--- src/hw/rtl/ptbl_pkg.sv ---
package ptbl_pkg;

	localparam int MAX_ANGLE_ROWS = 64;
	localparam int MAX_WIND_COLS = 32;
	localparam int ROW_W = $clog2(MAX_ANGLE_ROWS);
	localparam int COL_W = $clog2(MAX_WIND_COLS);
	localparam int CELL_AW = ROW_W + COL_W;
	localparam int ROWS_CNT_W = ROW_W + 1;
	localparam int COLS_CNT_W = COL_W + 1;
	localparam int VAL_W = 16;
	localparam int CFG_W = 7;

	// angle arithmetic in 1/256 degree
	localparam logic [16:0] FULL_TURN_S = 17'd92160;
	localparam logic [16:0] HALF_TURN = 17'd46080;
	// offset left behind when the sign bit is flipped to bias the angle
	localparam logic [16:0] NEG_BIAS = 17'((longint'(1) << 31) % 92160);
	// full turn is 45 * 2^11; 2^12 is 1 mod 45, reciprocal of 45 in Q0.20
	localparam logic [27:0] MOD45_RECIP = 28'd23302;
	localparam logic [12:0] MOD45_DIV = 13'd45;
	localparam logic [16:0] ONE_FRAC = 17'h10000;
	localparam logic [48:0] ROUND_HALF = 49'h0_8000_0000;

	localparam logic CFG_ROWS = 1'b0;
	localparam logic CFG_COLS = 1'b1;

	typedef enum logic [1:0] {
		CMD_WR_ANGLE,
		CMD_WR_WIND,
		CMD_WR_CELL,
		CMD_QUERY
	} cmd_kind_t;

	typedef struct packed {
		cmd_kind_t          kind;
		logic [ROW_W-1:0]   row;
		logic [COL_W-1:0]   col;
		logic [VAL_W-1:0]   value;
		logic signed [31:0] angle;
		logic [VAL_W-1:0]   wind;
	} cmd_t;

	typedef struct packed {
		logic             valid;
		logic [VAL_W-1:0] speed;
		logic             tbl_empty;
	} res_t;

endpackage

--- src/hw/rtl/ptbl_front.sv ---
module ptbl_front (
	input  logic                       clk,
	input  logic                       arst_n,
	input  logic                       push,
	output logic                       full,
	input  logic [1:0]                 func,
	input  logic [ptbl_pkg::ROW_W-1:0] row_index,
	input  logic [ptbl_pkg::COL_W-1:0] col_index,
	input  logic [ptbl_pkg::VAL_W-1:0] table_value,
	input  logic signed [31:0]         query_angle,
	input  logic [ptbl_pkg::VAL_W-1:0] query_wind,
	output logic                       head_valid,
	output ptbl_pkg::cmd_t             head,
	input  logic                       head_pop
);

	localparam logic [1:0] FUNC_WR_ANGLE = 2'd0;
	localparam logic [1:0] FUNC_WR_WIND = 2'd1;
	localparam logic [1:0] FUNC_WR_CELL = 2'd2;

	ptbl_pkg::cmd_t q_mem_q [2];
	logic           wr_ptr_q;
	logic           rd_ptr_q;
	logic [1:0]     cnt_q;
	ptbl_pkg::cmd_t cmd_in;
	logic           do_push;
	logic           do_pop;

	// classify the incoming item
	always_comb begin
		cmd_in.row = row_index;
		cmd_in.col = col_index;
		cmd_in.value = table_value;
		cmd_in.angle = query_angle;
		cmd_in.wind = query_wind;
		case (func)
			FUNC_WR_ANGLE: cmd_in.kind = ptbl_pkg::CMD_WR_ANGLE;
			FUNC_WR_WIND:  cmd_in.kind = ptbl_pkg::CMD_WR_WIND;
			FUNC_WR_CELL:  cmd_in.kind = ptbl_pkg::CMD_WR_CELL;
			default:       cmd_in.kind = ptbl_pkg::CMD_QUERY;
		endcase
	end

	assign full = cnt_q[1];
	assign head_valid = (cnt_q != 2'd0);
	assign head = q_mem_q[rd_ptr_q];
	assign do_push = push && !full;
	assign do_pop = head_pop && head_valid;

	always_ff @(posedge clk) begin
		if (do_push) begin
			q_mem_q[wr_ptr_q] <= cmd_in;
		end
	end

	always_ff @(posedge clk or negedge arst_n) begin
		if (!arst_n) begin
			wr_ptr_q <= 1'b0;
			rd_ptr_q <= 1'b0;
			cnt_q <= 2'd0;
		end else begin
			if (do_push) begin
				wr_ptr_q <= !wr_ptr_q;
			end
			if (do_pop) begin
				rd_ptr_q <= !rd_ptr_q;
			end
			cnt_q <= cnt_q + 2'(do_push) - 2'(do_pop);
		end
	end

endmodule

--- config.mk ---
export PLATFORM = sky130hd
export DESIGN_NAME = ptbl_front
export DESIGN_NICKNAME = d
export VERILOG_FILES = /design/src/hw/rtl/ptbl_pkg.sv /design/src/hw/rtl/ptbl_front.sv
export SDC_FILE = /design/constraint.sdc
export NUM_CORES = 1
export LEC_CHECK = 0
export BUFFER_PORTS_ARGS = -buffer_cell sky130_fd_sc_hd__buf_2
export CORE_ASPECT_RATIO = 1.25
export CORE_UTILIZATION = 56
export DETAILED_ROUTE_END_ITERATION = 6
export PLACE_DENSITY = 0.88
export SLEW_MARGIN = 20
export SYNTH_ARGS = -nofsm -noshare
export SYNTH_HDL_FRONTEND = slang
export SYNTH_SLANG_ARGS = --single-unit
--- constraint.sdc ---
create_clock -name clk -period 12.15 [get_ports clk]
set_input_delay 2.43 -clock clk [delete_from_list [all_inputs] [get_ports clk]]
set_output_delay 2.43 -clock clk [all_outputs]
set_load 0.05 [all_outputs]
==> key figures <==
Global route
  • Vias in the first global route: 2988
  • Initial antenna violation count: 2
  • Gr ovfl total: 0
  • Tot GR Track Use: 0.190
  • First-pass GRT wire length: 14600 microns
  • Largest net degree at the start of global routing: 79

Route
  • Via count: 2978
  • Antenna Nets Post-Route: 0
  • First-iteration detailed-routing DRC count: 192
  • TritonRoute pass-1 iters: 5
  • DRC Markers: 0
  • Average routed wire per standard cell: 17.4 microns
  • Drt total wl: 10000 microns
  • Post-DR vias/cell: 5.17

Run
  • Max-cap viol count: 0

Setup path
  • Startpoint types: flop
  • Setup CP Type: flop to output pin
  • Arr. time, crit path: 2.10 ns
  • CP required: 9.72 ns
  • Critical Path End Type: output pin
  • Crit Path Max Fanout: 43

STA
  • Slew Limit Fails: 0
  • Min Tclk post-route: 4.53 ns
  • Slew headroom: 0.308
  • Tcrit/Tclk final: 0.373
  • Setup TNS Final: 0 ns
  • Clk_skew: 0.00726 ns
  • Setup violations, final: 0
  • RSZ-0062 raised after global routing: false
  • Fin worst setup slack: 7.62 ns
  • Fmax: 221 MHz
  • Tightest Pin Transition: 1.04 ns
  • Hold violation count in the final report: 0

Die
  • Core Box Area: 10100 sq um
  • # rows: 41
  • Die Y-Extent: 116 microns
  • Ports: 160
  • Initial Util: 0.579
  • DIE AREA: 10900 sq um
  • Die Wd: 93.4 microns

Pwr
  • Combinational share of power: 0.378
  • Sequential Power Share: 0.364
  • P_sw: 827 uW
  • Leak: 2.85 nW
  • P per Cell Area: 291 nW/um^2
  • Power Internal: 1.33 mW
  • Sw frac: 0.383
  • Total power: 2.16 mW
  • Power share of the clock group: 0.258
  • Worst ir drop on vdd: 0.236 mV

Placed design
  • Dpl cells: 542
  • Dpl hpwl: 6240 microns
  • GP Congestion: 0.668
  • Pre-CTS setup slack: 7.87 ns
  • IO buf count: 159

Synthesis
  • Cell area after synthesis: 5850 sq um
  • Post-synth top area cell: edfxtp_1
  • Post-Syn Nets: 345
  • Synth Instances: 263
  • Number of distinct library cells after synthesis: 18
  • Synth area leaders: edfxtp_1 79%, mux2_2 11%, mux2_4 5.1%
  • Syn avg cell area: 22.2 sq um
  • Top-area cell type share of the netlist area: 0.791
  • Synthesized flop and latch total: 158
  • Seq/Total Area, Yosys: 0.808
  • Yosys Warn Count: 0

Hold path
  • Worst min-delay path class: flop to flop

Final layout
  • Layout cell share with drive strength beyond 1: 0.605
  • Finished Layout Cells: 576
  • Final Net Count: 515
  • Most frequent cells in the layout: 159 x buf_2, 154 x edfxtp_1, 57 x mux2_2
  • Final Core Density: 0.734
  • P&R area growth vs syn: 26.9%
  • Most common cell after layout, fill and taps aside: buf_2

Status
  • Outcome: complete, no violations

Clock network
  • Clock sinks: 158
  • Clk_lat worst skew: 0.41 ns
  • CTS Root Cell: clkbuf_16
  • H-tree levels: 4
  • Post-CTS Setup Bufs: 0
  • CTS tree: done
  • Number of buffers created by CTS: 17
  • Post-CTS sizing: 0
  • Hold buffer count at cts: 0
  • Clock transition at path regs: 0.06 ns
  • Buffer depth of the longest clock path: 2
Yosys cell counts, drive strengths merged:
library cell,n
and2,1
a21oi,1
or2,1
buf,9
o21ai,2
nor2,3
dfrtp,4
nor2b,2
clkbuf,2
nand2,1
xnor2,3
edfxtp,154
inv,1
ha,1
nand2b,1
mux2,77
cell type report:
type,instances,area [sq um]
Antenna cell,1,2.50
Timing Repair Buffer,162,838
Clock buffer,20,437
Tap cell,129,161
Clock inverter,12,193
Inverter,1,3.75
Multi-Input combinational cell,93,1060
Fill cell,623,2690
Sequential cell,158,4730
routing by layer:
layer	global-route usage	routed length [microns]
met5	0	13
met4	0.0800	117
met3	0.0762	678
met2	0.337	5510
met1	0.201	3730
stage by stage:
step                      hold WS [ns]  instance area, sq um
after floorplan                  0.468                  5850
after global placement           0.510                  6760
after detailed placement         0.527                  6760
after CTS                        0.540                  7390
after global routing             0.574                  7420
final                            0.544                  7420
power by group through the flow:
stage          logic (mW)  registers (mW)  clock network [mW]
2_1_floorplan       0.687           0.776                   0
3_3_place_gp        0.778           0.817                   0
3_5_place_dp        0.785           0.827                   0
4_1_cts             0.789           0.817               0.566
5_1_grt             0.854           0.797               0.586
6_report            0.818           0.786               0.558
path summary, 6_finish.rpt:
| path | startpoint | endpoint | slack (ns) | cells past startpoint |
|---|---|---|---|---|
| max | rd_ptr_q$_DFFE_PN0P_ | head[24] | 7.62 | 3 |
| min reg2reg | cnt_q[0]$_DFF_PN0_ | cnt_q[0]$_DFF_PN0_ | 0.54 | 1 |
| max in group asynchronous | arst_n | rd_ptr_q$_DFFE_PN0P_ | 10.18 | 1 |
| max reg2reg | cnt_q[1]$_DFF_PN0_ | q_mem_q[0][42]$_DFFE_PP_ | 10.07 | 3 |
| min | cnt_q[0]$_DFF_PN0_ | cnt_q[0]$_DFF_PN0_ | 0.54 | 1 |
| min in group asynchronous | arst_n | cnt_q[0]$_DFF_PN0_ | 1.82 | 1 |
critical path, cell delays in order (launching register included):
cell	delay, ns
dfrtp_4	0.76
buf_16	0.31
mux2_2	0.38
buf_2	0.21
registers in the layout, summed over array words and instances (netlist names):
register / cells
q_mem_q: 154
cnt_q: 2
rd_ptr_q: 1
wr_ptr_q: 1
cell families after synthesis:
family	Yosys count	synth area share
flops	158	0.808
mux	77	0.161
buf+inv	12	0.0139
simple gates	9	0.00792
compound gates	3	0.00257
xor+xnor	3	0.00449
fa+ha+maj	1	0.00214
No activity file was read; power rests on OpenSTA's default activity.
